**src/rtl/lrb_pkg.sv**
```systemverilog
// shared types, constants and the shift register step for the lfsr random bits block
package lrb_pkg;

  // beat widths
  localparam int IN_DATA_W  = 136;
  localparam int IN_USER_W  = 2;
  localparam int OUT_DATA_W = 64;
  localparam int WORD_W     = 64;
  localparam int LFSR_W     = 128;
  localparam int CFG_ADDR_W = 4;
  localparam int CFG_DATA_W = 64;
  localparam int MAX_BITS   = 64;
  localparam int CNT_MIN_W  = 7;

  // request kinds carried on in_tuser
  typedef enum logic [1:0] {
    FUNC_RESEED = 2'd0,
    FUNC_BITS   = 2'd1,
    FUNC_RANGED = 2'd2,
    FUNC_NOP    = 2'd3
  } func_t;

  // register index taken from cfg_paddr[3]
  localparam logic REG_SEED_LOW  = 1'b0;
  localparam logic REG_SEED_HIGH = 1'b1;

  // controller to datapath
  typedef struct packed {
    logic load;
    logic step;
    logic emit;
  } lrb_cmd_t;

  // datapath to controller
  typedef struct packed {
    logic cnt_zero;
  } lrb_status_t;

  // one step: shift right, feedback from bits 0, 1, 2 and 7 of the shifted value
  function automatic logic [LFSR_W-1:0] lfsr_advance(input logic [LFSR_W-1:0] s);
    logic [LFSR_W-1:0] sh;
    logic              fb;
    sh = s >> 1;
    fb = sh[0] ^ sh[1] ^ sh[2] ^ sh[7];
    return {fb, sh[LFSR_W-2:0]};
  endfunction

endpackage

```
**src/rtl/lrb_regs.sv**
```systemverilog
// seed registers behind the apb-style configuration port
module lrb_regs
  import lrb_pkg::*;
(
  input  logic                  clk,
  input  logic                  rst_n,
  input  logic                  cfg_psel,
  input  logic                  cfg_penable,
  input  logic                  cfg_pwrite,
  input  logic [CFG_ADDR_W-1:0] cfg_paddr,
  input  logic [CFG_DATA_W-1:0] cfg_pwdata,
  output logic [CFG_DATA_W-1:0] cfg_prdata,
  output logic                  cfg_pready,
  output logic [WORD_W-1:0]     seed_low,
  output logic [WORD_W-1:0]     seed_high
);

  logic [WORD_W-1:0] seed_low_r;
  logic [WORD_W-1:0] seed_high_r;
  logic              wr_en;

  assign cfg_pready = 1'b1;
  assign wr_en      = cfg_psel & cfg_penable & cfg_pwrite & cfg_pready;

  // register writes in the access phase
  always_ff @(posedge clk) begin
    if (!rst_n) begin
      seed_low_r  <= WORD_W'(1);
      seed_high_r <= '0;
    end else if (wr_en) begin
      unique case (cfg_paddr[3])
        REG_SEED_LOW:  seed_low_r  <= cfg_pwdata;
        REG_SEED_HIGH: seed_high_r <= cfg_pwdata;
        default: ;
      endcase
    end
  end

  // read mux
  always_comb begin
    unique case (cfg_paddr[3])
      REG_SEED_LOW:  cfg_prdata = seed_low_r;
      REG_SEED_HIGH: cfg_prdata = seed_high_r;
      default:       cfg_prdata = '0;
    endcase
  end

  assign seed_low  = seed_low_r;
  assign seed_high = seed_high_r;

endmodule

```
**src/rtl/lrb_ctrl.sv**
```systemverilog
// request sequencer: accept, step until the count runs out, hand off the result
module lrb_ctrl
  import lrb_pkg::*;
(
  input  logic        clk,
  input  logic        rst_n,
  input  logic        in_tvalid,
  output logic        in_tready,
  output logic        out_tvalid,
  input  logic        out_tready,
  input  lrb_status_t status,
  output lrb_cmd_t    cmd
);

  typedef enum logic [2:0] {
    ST_IDLE = 3'b001,
    ST_RUN  = 3'b010,
    ST_DONE = 3'b100
  } state_t;

  state_t state_r, state_nxt;
  logic   out_valid_r, out_valid_nxt;
  logic   out_free;

  assign in_tready  = (state_r == ST_IDLE);
  assign out_tvalid = out_valid_r;
  assign out_free   = !out_valid_r || out_tready;

  // next state and commands
  always_comb begin
    state_nxt = state_r;
    cmd       = '0;
    unique case (state_r)
      ST_IDLE: begin
        if (in_tvalid) begin
          cmd.load  = 1'b1;
          state_nxt = ST_RUN;
        end
      end
      ST_RUN: begin
        if (status.cnt_zero) begin
          state_nxt = ST_DONE;
        end else begin
          cmd.step = 1'b1;
        end
      end
      ST_DONE: begin
        if (out_free) begin
          cmd.emit  = 1'b1;
          state_nxt = ST_IDLE;
        end
      end
      default: state_nxt = ST_IDLE;
    endcase
  end

  // output beat valid
  always_comb begin
    out_valid_nxt = out_valid_r;
    if (cmd.emit) begin
      out_valid_nxt = 1'b1;
    end else if (out_tready) begin
      out_valid_nxt = 1'b0;
    end
  end

  always_ff @(posedge clk) begin
    if (!rst_n) begin
      state_r     <= ST_IDLE;
      out_valid_r <= 1'b0;
    end else begin
      state_r     <= state_nxt;
      out_valid_r <= out_valid_nxt;
    end
  end

endmodule

```
**src/rtl/lrb_dp.sv**
```systemverilog
// shift register, bit collector, serial remainder and result register
module lrb_dp
  import lrb_pkg::*;
#(
  parameter int WARMUP_STEPS = 128
)
(
  input  logic                  clk,
  input  logic                  rst_n,
  input  lrb_cmd_t              cmd,
  output lrb_status_t           status,
  input  logic [IN_DATA_W-1:0]  in_tdata,
  input  logic [IN_USER_W-1:0]  in_tuser,
  input  logic [WORD_W-1:0]     seed_low,
  input  logic [WORD_W-1:0]     seed_high,
  output logic [OUT_DATA_W-1:0] out_tdata,
  output logic                  out_error
);

  localparam int CNT_W = ($clog2(WARMUP_STEPS + 1) > CNT_MIN_W) ?
                         $clog2(WARMUP_STEPS + 1) : CNT_MIN_W;

  // request fields
  func_t             in_func;
  logic [6:0]        in_bit_count;
  logic              in_force;
  logic [WORD_W-1:0] in_low;
  logic [WORD_W-1:0] in_high;

  assign in_func      = func_t'(in_tuser);
  assign in_bit_count = in_tdata[6:0];
  assign in_force     = in_tdata[7];
  assign in_low       = in_tdata[71:8];
  assign in_high      = in_tdata[135:72];

  logic [LFSR_W-1:0] lfsr_r;
  logic [WORD_W-1:0] acc_r;
  logic [WORD_W-1:0] rem_r;
  logic [WORD_W-1:0] span_r;
  logic [WORD_W-1:0] low_r;
  logic [CNT_W-1:0]  cnt_r;
  func_t             func_r;
  logic              force_r;
  logic              err_r;
  logic              full_r;
  logic [WORD_W-1:0] out_data_r;
  logic              out_err_r;

  // request check and step count at load
  logic              load_err;
  logic [CNT_W-1:0]  load_cnt;
  logic [WORD_W-1:0] load_span;

  assign load_span = in_high - in_low + WORD_W'(1);

  always_comb begin
    load_err = 1'b0;
    load_cnt = '0;
    case (in_func)
      FUNC_RESEED: load_cnt = CNT_W'(WARMUP_STEPS);
      FUNC_BITS: begin
        if (in_bit_count == 7'd0 || in_bit_count > 7'(MAX_BITS)) begin
          load_err = 1'b1;
        end else begin
          load_cnt = CNT_W'(in_bit_count);
        end
      end
      FUNC_RANGED: begin
        if (in_low > in_high) begin
          load_err = 1'b1;
        end else begin
          load_cnt = CNT_W'(MAX_BITS);
        end
      end
      default: load_cnt = '0;
    endcase
  end

  // one shift step, new bit into the collector and the running remainder
  logic [LFSR_W-1:0] lfsr_step;
  logic              new_bit;
  logic [WORD_W:0]   rem_shift;
  logic [WORD_W-1:0] rem_step;

  assign lfsr_step = lfsr_advance(lfsr_r);
  assign new_bit   = lfsr_step[0];
  assign rem_shift = {rem_r, new_bit};

  always_comb begin
    if (rem_shift >= {1'b0, span_r}) begin
      rem_step = WORD_W'(rem_shift - {1'b0, span_r});
    end else begin
      rem_step = rem_shift[WORD_W-1:0];
    end
  end

  // shift register state
  always_ff @(posedge clk) begin
    if (!rst_n) begin
      lfsr_r <= LFSR_W'(1);
    end else if (cmd.load && in_func == FUNC_RESEED) begin
      lfsr_r <= {seed_high, seed_low};
    end else if (cmd.step) begin
      lfsr_r <= lfsr_step;
    end
  end

  // step counter
  always_ff @(posedge clk) begin
    if (!rst_n) begin
      cnt_r <= '0;
    end else if (cmd.load) begin
      cnt_r <= load_cnt;
    end else if (cmd.step) begin
      cnt_r <= cnt_r - CNT_W'(1);
    end
  end

  assign status.cnt_zero = (cnt_r == '0);

  // captured request and working registers
  always_ff @(posedge clk) begin
    if (cmd.load) begin
      func_r  <= in_func;
      force_r <= in_force;
      err_r   <= load_err;
      low_r   <= in_low;
      span_r  <= load_span;
      full_r  <= (load_span == '0);
      acc_r   <= '0;
      rem_r   <= '0;
    end else if (cmd.step) begin
      acc_r <= {acc_r[WORD_W-2:0], new_bit};
      rem_r <= rem_step;
    end
  end

  // result select
  logic [WORD_W-1:0] result;

  always_comb begin
    result = '0;
    if (!err_r) begin
      case (func_r)
        FUNC_BITS:   result = acc_r | {force_r, {(WORD_W-1){1'b0}}};
        FUNC_RANGED: result = full_r ? acc_r : (low_r + rem_r);
        default:     result = '0;
      endcase
    end
  end

  // output beat register
  always_ff @(posedge clk) begin
    if (cmd.emit) begin
      out_data_r <= result;
      out_err_r  <= err_r;
    end
  end

  assign out_tdata = out_data_r;
  assign out_error = out_err_r;

endmodule

```
**src/rtl/lfsr_random_bits_ranged_top.sv**
```systemverilog
// 128-bit lfsr random source with bits, ranged and reseed requests
//
// One request beat in, one result beat out. A request runs n shift steps, n
// being the bit count for a bits request, 64 for a ranged request,
// WARMUP_STEPS for a reseed, and 0 for a rejected request or the unused kind;
// a new request is taken only once the result is in the output register.
// The shift register advances one step per cycle, and a ranged request folds
// each new bit into a serial restoring remainder in that same cycle. A
// finished result is held in an output register until it is taken. Seeds are
// written through the apb-style port at byte address 0 (low half) and 8 (high
// half) and take effect on the next reseed request; write them only while no
// request is in progress.
module lfsr_random_bits_ranged_top
  import lrb_pkg::*;
#(
  parameter int WARMUP_STEPS = 128
)
(
  input  logic                  clk,
  input  logic                  rst_n,
  // request channel
  input  logic                  in_tvalid,
  output logic                  in_tready,
  // bit_count[6:0], force_top_bit[7], range_low[71:8], range_high[135:72]
  input  logic [IN_DATA_W-1:0]  in_tdata,
  // func[1:0]
  input  logic [IN_USER_W-1:0]  in_tuser,
  // result channel
  output logic                  out_tvalid,
  input  logic                  out_tready,
  // value[63:0]
  output logic [OUT_DATA_W-1:0] out_tdata,
  // error[0]
  output logic [0:0]            out_tuser,
  // configuration port
  input  logic                  cfg_psel,
  input  logic                  cfg_penable,
  input  logic                  cfg_pwrite,
  input  logic [CFG_ADDR_W-1:0] cfg_paddr,
  input  logic [CFG_DATA_W-1:0] cfg_pwdata,
  output logic [CFG_DATA_W-1:0] cfg_prdata,
  output logic                  cfg_pready
);

  logic [WORD_W-1:0] seed_low;
  logic [WORD_W-1:0] seed_high;
  lrb_cmd_t          cmd;
  lrb_status_t       status;
  logic              out_error;

  lrb_regs u_regs (
    .clk         (clk),
    .rst_n       (rst_n),
    .cfg_psel    (cfg_psel),
    .cfg_penable (cfg_penable),
    .cfg_pwrite  (cfg_pwrite),
    .cfg_paddr   (cfg_paddr),
    .cfg_pwdata  (cfg_pwdata),
    .cfg_prdata  (cfg_prdata),
    .cfg_pready  (cfg_pready),
    .seed_low    (seed_low),
    .seed_high   (seed_high)
  );

  lrb_ctrl u_ctrl (
    .clk        (clk),
    .rst_n      (rst_n),
    .in_tvalid  (in_tvalid),
    .in_tready  (in_tready),
    .out_tvalid (out_tvalid),
    .out_tready (out_tready),
    .status     (status),
    .cmd        (cmd)
  );

  lrb_dp #(
    .WARMUP_STEPS (WARMUP_STEPS)
  ) u_dp (
    .clk       (clk),
    .rst_n     (rst_n),
    .cmd       (cmd),
    .status    (status),
    .in_tdata  (in_tdata),
    .in_tuser  (in_tuser),
    .seed_low  (seed_low),
    .seed_high (seed_high),
    .out_tdata (out_tdata),
    .out_error (out_error)
  );

  assign out_tuser = out_error;

endmodule

```
**config.mk**
```make
export PLATFORM = sky130hd
export DESIGN_NAME = lfsr_random_bits_ranged_top
export DESIGN_NICKNAME = d
export VERILOG_FILES = /design/src/rtl/lrb_pkg.sv /design/src/rtl/lrb_regs.sv /design/src/rtl/lrb_ctrl.sv /design/src/rtl/lrb_dp.sv /design/src/rtl/lfsr_random_bits_ranged_top.sv
export SDC_FILE = /design/constraint.sdc
export NUM_CORES = 2
export LEC_CHECK = 0
export ABC_AREA = 1
export BUFFER_PORTS_ARGS = -buffer_cell sky130_fd_sc_hd__buf_2
export CAP_MARGIN = 20
export CORE_ASPECT_RATIO = 2
export CORE_MARGIN = 1
export CORE_UTILIZATION = 43
export CTS_CLUSTER_SIZE = 24
export DETAILED_ROUTE_END_ITERATION = 10
export MAX_ROUTING_LAYER = met4
export PLACE_DENSITY = 0.62
export RECOVER_POWER = 100
export SYNTH_ARGS = -nofsm -noshare
export SYNTH_HDL_FRONTEND = slang
export SYNTH_SLANG_ARGS = --single-unit
export TNS_END_PERCENT = 10
```
**constraint.sdc**
```tcl
create_clock -name clk -period 5.2 [get_ports clk]
set_clock_uncertainty 0.2 [all_clocks]
set_input_delay 1.04 -clock clk [delete_from_list [all_inputs] [get_ports clk]]
set_output_delay 1.04 -clock clk [all_outputs]
set_load 0.005 [all_outputs]
```
-- After elaboration in Yosys (flattened, before gate mapping)
Cells that the tools add are included.
- flip-flop bits (word level): 594
- input port bits: 213
- $lt $le $gt $ge: 3
- equality and inequality tests: 10
- bitwise gates (word level): 7
- muxes and demuxes: 26
- reduce and logical (&&, ||, !) cells: 14
- $add $sub $neg: 5
- operator list (cell ; number):
    $mux 128 ; 2
    $pmux 64 s2 ; 2
    $mux 64 ; 2
    $sub 64x64->64 ; 2
    $ge 65x64->1 ; 1
    $add 64x1->64 const B ; 1
    $add 64x64->64 ; 1
    $gt 64x64->1 ; 1
    $logic_not 64->1 ; 1
    $or 64x64->64 ; 1
    $pmux 8 s3 ; 1
    $mux 8 ; 2
    $mux 7 ; 2
    $mux 1 ; 10
    $mux 3 ; 3
    $pmux 3 s3 ; 1
    $logic_not 8->1 ; 1
    $sub 8x1->8 const B ; 1
    $gt 7x7->1 const B ; 1
    $logic_not 7->1 ; 1
    $reduce_bool 2->1 ; 3
    $eq 2x1->1 const B ; 2
    $eq 2x2->1 const B ; 2
    $ne 2x2->1 const B ; 2
    14 further kinds ; 19

-- Depth between registers and ports, before layout
- depth in word-level cells: 5
- gate-level depth with buffers: 24

-- Hierarchy
Synthesis repeated with hierarchy kept, for this count alone.
- cells, all modules: 6458
- area, all modules: 42374.4 µm²
- by module, submodules not included (module ; times used ; cells an instance ; area an instance (µm²)):
    lrb_dp ; 1 ; 5449 ; 36129.7
    lrb_regs ; 1 ; 972 ; 6000.8
    lrb_ctrl ; 1 ; 37 ; 244.0

-- Worst setup path before layout
OpenSTA, ideal clock, no wires.
- path kind: input to register
- from: input port out_tready
- to: register u_dp.out_err_r (netlist: u_dp.out_error) (enable)
- setup slack: 695 ps
- path buffers: 0
- setup time: 488 ps
- stages: 2
- data required time: 4512 ps
- arrival time: 3817 ps
- path through: nor2_1 > nor2_1
- RTL lines (element ; RTL line ; source):
    start: declaration ; lfsr_random_bits_ranged_top.sv:30 ; input logic out_tready,
    end signal: assignment ; lrb_dp.sv:156 ; out_err_r <= err_r;
    end: declaration ; lrb_dp.sv:47 ; logic out_err_r;

-- Worst setup path after layout
- from: register u_dp.cnt_r[2]
- to: register u_dp.acc_r[14]
- cells in the longest elaborated chain, start to end: 3
- RTL lines (element ; RTL line ; source):
    start: declaration ; lrb_dp.sv:41 ; logic [CNT_W-1:0] cnt_r;
    start signal: assignment ; lrb_dp.sv:113 ; cnt_r <= load_cnt;
    start signal: assignment ; lrb_dp.sv:115 ; cnt_r <= cnt_r - CNT_W'(1);
    $logic_not 8->1 ; lrb_dp.sv:119 ; assign status.cnt_zero = (cnt_r == '0);
    $mux 1 ; lrb_ctrl.sv:41 ; if (status.cnt_zero) begin
    $mux 1 ; lrb_ctrl.sv:33 ; unique case (state_r)
    end signal: assignment ; lrb_dp.sv:133 ; acc_r <= {acc_r[WORD_W-2:0], new_bit};
    end: declaration ; lrb_dp.sv:37 ; logic [WORD_W-1:0] acc_r;
No other way between the ends.
A chain may end at the register's enable or synchronous reset.

==> run_summary.xml <==
<?xml version="1.0" encoding="UTF-8"?>
<metrics>
  <group name="outcome">
    <metric name="status" unit="">complete, but fails checks</metric>
    <metric name="violations" unit="">max-capacitance violations, max-slew violations</metric>
  </group>
  <group name="clock_network">
    <metric name="clk_pin_slew_worst_paths" unit="ns">0.07</metric>
    <metric name="cts-hold-fix-buffers" unit="">0</metric>
    <metric name="post_cts_resize_count" unit="">0</metric>
    <metric name="worstSkewPairLatency" unit="ns">0.67</metric>
    <metric name="cts_max_level" unit="">2</metric>
    <metric name="clock_tree.buffer_depth" unit="">3</metric>
    <metric name="cts_inserted_buffers" unit="">56</metric>
    <metric name="cts_root_buf" unit="">sky130_fd_sc_hd__clkbuf_16</metric>
    <metric name="postCtsSetupRepairBufs" unit="">0</metric>
    <metric name="cts.sinks" unit="">593</metric>
    <metric name="cts_tree" unit="">done</metric>
  </group>
  <group name="hold_path">
    <metric name="whs_path_depth" unit="">2</metric>
    <metric name="hp-class" unit="">flop to flop</metric>
  </group>
  <group name="pwr">
    <metric name="switching_share" unit="%">33.6</metric>
    <metric name="comb_power_share" unit="%">24.6</metric>
    <metric name="p_clk_share" unit="%">33.9</metric>
    <metric name="total_switching_power" unit="W">0.00439</metric>
    <metric name="static-leakage-power" unit="nW">20.6</metric>
    <metric name="seqPwrFrac" unit="%">41.6</metric>
    <metric name="cellPowerDensity" unit="nW/µm²">290</metric>
    <metric name="p_int" unit="W">0.00869</metric>
    <metric name="worst_ir_drop_vdd" unit="µV">379</metric>
  </group>
  <group name="final_layout">
    <metric name="ff_latch_area" unit="µm²">13900</metric>
    <metric name="multiInputGateArea" unit="µm²">22600</metric>
    <metric name="final_util" unit="%">48.6</metric>
    <metric name="drive_above_1_share" unit="%">5.89</metric>
    <metric name="layout-area-overhead-vs-synth" unit="%">11.8</metric>
    <metric name="fillCellCount" unit="">9768</metric>
    <metric name="nets" unit="">6683</metric>
    <metric name="final_design_area_no_fill" unit="µm²">45100</metric>
  </group>
  <group name="synthesis">
    <metric name="syn_avg_cell_area" unit="µm²">6.87</metric>
    <metric name="mappedNetlistNets" unit="">6399</metric>
    <metric name="ff_latch_count_synth" unit="">593</metric>
    <metric name="synth.cell_area" unit="µm²">40300</metric>
    <metric name="yosys.cell_types.count" unit="">59</metric>
    <metric name="synth_top_cell_by_area" unit="">sky130_fd_sc_hd__dfxtp_1</metric>
    <metric name="synth-edff-count" unit="">198</metric>
    <metric name="synth_top_area_share" unit="%">19.6</metric>
    <metric name="yosysWarnings" unit="">0</metric>
    <metric name="synth_common_cells" unit="">sky130_fd_sc_hd__nand2_1, sky130_fd_sc_hd__nor2_1, sky130_fd_sc_hd__inv_1</metric>
    <metric name="sequential_share_of_the_synthesized_area" unit="%">34.4</metric>
    <metric name="netlist_top_cells_area" unit="">sky130_fd_sc_hd__dfxtp_1, sky130_fd_sc_hd__edfxtp_1, sky130_fd_sc_hd__nand2_1, sky130_fd_sc_hd__ha_1, sky130_fd_sc_hd__nor2_1</metric>
    <metric name="synthMostInstantiatedCell" unit="">sky130_fd_sc_hd__nand2_1</metric>
    <metric name="synthCells" unit="">5866</metric>
    <metric name="post_synthesis_async_set_or_reset_flop_share" unit="%">0</metric>
    <metric name="yosys_most_used_dff" unit="">sky130_fd_sc_hd__dfxtp_1</metric>
  </group>
  <group name="worst_setup_path">
    <metric name="worstSetupStartpoint" unit="">u_dp.cnt_r[2]</metric>
    <metric name="worst_ep_required_time" unit="ns">5.59</metric>
    <metric name="startpoint_of_the_worst_slack_reg_to_reg_timing_path" unit="">u_dp.cnt_r[2]</metric>
    <metric name="r2r.worst_path.cells" unit="">10</metric>
    <metric name="critical_path.reg2reg.endpoint" unit="">u_dp.acc_r[14]</metric>
    <metric name="timing_worst_setup_path_type" unit="">flop to flop</metric>
    <metric name="critical_path_arrival" unit="ns">4.83</metric>
    <metric name="timing.reg2reg.setup_slack" unit="ns">0.76</metric>
    <metric name="critical_path.startpoint_type" unit="">flop</metric>
    <metric name="timing.critical_path.fanout_max" unit="">56</metric>
    <metric name="critPathCaptureType" unit="">flop</metric>
    <metric name="timing.critical_path.to" unit="">u_dp.acc_r[14]</metric>
  </group>
  <group name="route">
    <metric name="vias" unit="">39900</metric>
    <metric name="drt_wl_total" unit="µm">162000</metric>
    <metric name="viasPerCell" unit="">5.39</metric>
    <metric name="detailedRoute.firstIterationViolations" unit="">2409</metric>
    <metric name="avgRoutedWirePerCell" unit="µm">21.8</metric>
    <metric name="antenna_violating_nets_post_route" unit="">0</metric>
    <metric name="drt-pass1-iter-count" unit="">8</metric>
    <metric name="drcViolationCount" unit="">0</metric>
  </group>
  <group name="flow_run">
    <metric name="max_cap_viol_count" unit="">7</metric>
  </group>
  <group name="global_route">
    <metric name="met3_usage" unit="%">4.84</metric>
    <metric name="groute.usage.overall" unit="%">34.7</metric>
    <metric name="met2_usage" unit="%">62.4</metric>
    <metric name="grt_antenna_before_repair" unit="">13</metric>
    <metric name="number_of_global_route_vias_before_repair" unit="">39900</metric>
    <metric name="grt_util_met1" unit="%">31.4</metric>
    <metric name="grt_remaining_overflow" unit="">0</metric>
    <metric name="grt_first_pass_wirelength" unit="µm">238000</metric>
    <metric name="top_usage_layer" unit="">met2</metric>
    <metric name="grt_max_degree" unit="">176</metric>
  </group>
  <group name="sta">
    <metric name="final_critical_path_setup_slack" unit="ns">0.761</metric>
    <metric name="report.final.setup_viol" unit="">0</metric>
    <metric name="maxSlewViolCount" unit="">442</metric>
    <metric name="timing.final.crit_share" unit="%">85.4</metric>
    <metric name="count_of_endpoints_failing_hold_in_the_final_timing_report" unit="">0</metric>
    <metric name="period_minus_slack" unit="ns">4.44</metric>
    <metric name="worst_slew_margin_rel" unit="%">-142</metric>
    <metric name="timing.setup.tns" unit="ns">0</metric>
    <metric name="grt_setup_unrepaired" unit="">no</metric>
    <metric name="tightest_slew" unit="ns">3.63</metric>
    <metric name="fmaxAchievable" unit="MHz">225</metric>
  </group>
  <group name="floorplanning">
    <metric name="core.rowCount" unit="">158</metric>
    <metric name="fp.dieH" unit="µm">435</metric>
    <metric name="start_util" unit="%">43.5</metric>
    <metric name="dieArea" unit="µm²">95000</metric>
    <metric name="die_x" unit="µm">219</metric>
    <metric name="number_of_ports_placed_on_the_die_boundary" unit="">345</metric>
    <metric name="floorplan.core_area" unit="µm²">92700</metric>
  </group>
  <group name="placed_design">
    <metric name="dp_hpwl" unit="µm">131000</metric>
    <metric name="pre_cts_slack" unit="ns">0.430</metric>
    <metric name="dpl-instance-area" unit="µm²">43400</metric>
    <metric name="place_congestion" unit="">1.09</metric>
    <metric name="numPortBuffers" unit="">340</metric>
  </group>
</metrics>
-- kinds of logic (layout without fill, tap and decap cells) --
kind of cell,after synthesis,after routing,share of synthesized area (%)
xor gates and xnor gates,89,89,1.93
AOI/OAI and AO/OA,1209,1209,17.7
adders and majority gates,320,320,9.99
other,1,14,0.00930
DFF,593,593,34.4
and+or+nand+nor,2637,2637,26.3
buffers and inverters,1017,1347,9.70
-- power groups by stage --
stage / sequential [W] / clock, W / combinational [W]
6_report: 0.00544 / 0.00443 / 0.00321
3_5_place_dp: 0.00551 / 0 / 0.00322
5_1_grt: 0.00548 / 0.00465 / 0.00356
3_3_place_gp: 0.00550 / 0 / 0.00320
2_1_floorplan: 0.00544 / 0 / 0.00212
4_1_cts: 0.00541 / 0.00451 / 0.00323
-- stage by stage --
step	power [W]	hold WS, ns	cells
6_report	0.0131	0.261	7409
3_5_place_dp	0.00873	0.246	7292
3_3_place_gp	0.00870	0.243	7292
5_1_grt	0.0137	0.289	7408
2_1_floorplan	0.00755	0.227	5866
4_1_cts	0.0132	0.261	7396
-- critical path, cell delays in order, from the launching register on --
cell                      delay (ns)
sky130_fd_sc_hd__dfxtp_1        0.33
sky130_fd_sc_hd__nor2_1         0.10
sky130_fd_sc_hd__inv_1          0.05
sky130_fd_sc_hd__nor3_1         0.20
sky130_fd_sc_hd__nand3_1        0.17
sky130_fd_sc_hd__nand2_1        1.46
sky130_fd_sc_hd__inv_2          0.33
sky130_fd_sc_hd__nor2_1         0.26
sky130_fd_sc_hd__inv_1          0.56
sky130_fd_sc_hd__buf_12         0.42
sky130_fd_sc_hd__o22ai_1        0.18
-- cell type report --
class	count	area share (%)
Multi-Input combinational cell	4256	50.1
Sequential cell	593	30.7
Inverter	834	6.96
Timing Repair Buffer	409	4.54
Clock buffer	78	3.62
Tap cell	1200	3.33
Clock inverter	26	0.675
Antenna cell	13	0.0722
-- cell usage in the layout, fill, tap and decap left out, drive strengths merged, types with 198 or more instances in the layout --
cell type / instances
nand2: 1252
dfxtp: 395
ha: 317
nor2: 987
edfxtp: 198
nand3: 252
a21oi: 426
clkbuf: 271
inv: 840
buf: 216
o21ai: 390
-- how the worst min path moves through the flow --
stage | startpoint | to | slack [ns]
after floorplan | u_dp.err_r | u_dp.out_error | 0.23
after global placement | u_regs.seed_low[0] | u_regs.seed_low[0] | 0.24
after detailed placement | u_regs.seed_low[0] | u_regs.seed_low[0] | 0.25
after CTS | u_regs.seed_low[0] | u_regs.seed_low[0] | 0.26
after global routing | u_regs.seed_low[0] | u_regs.seed_low[0] | 0.29
final | u_dp.lfsr_r[14] | u_dp.lfsr_r[14] | 0.26
-- per-layer routing --
metal  up-vias  part of all wire [%]  wire length, µm
met5         -                     0                0
met4         0                    10            16300
met3       472                   4.5             7210
met2      1244                    52            84500
met1     18300                    33            53800
li1      19900                     -                -
-- registers in the layout (all words and copies together) (netlist names), 2 cells and up --
register	count
u_dp.acc_r	64
u_dp.out_tdata	64
u_dp.func_r	2
u_regs.seed_high	64
u_dp.lfsr_r	127
u_dp.span_r	64
u_dp.cnt_r	8
u_dp.low_r	64
u_dp.rem_r	64
u_ctrl.state_r	3
u_regs.seed_low	64
(Power assumes the default switching activity.)
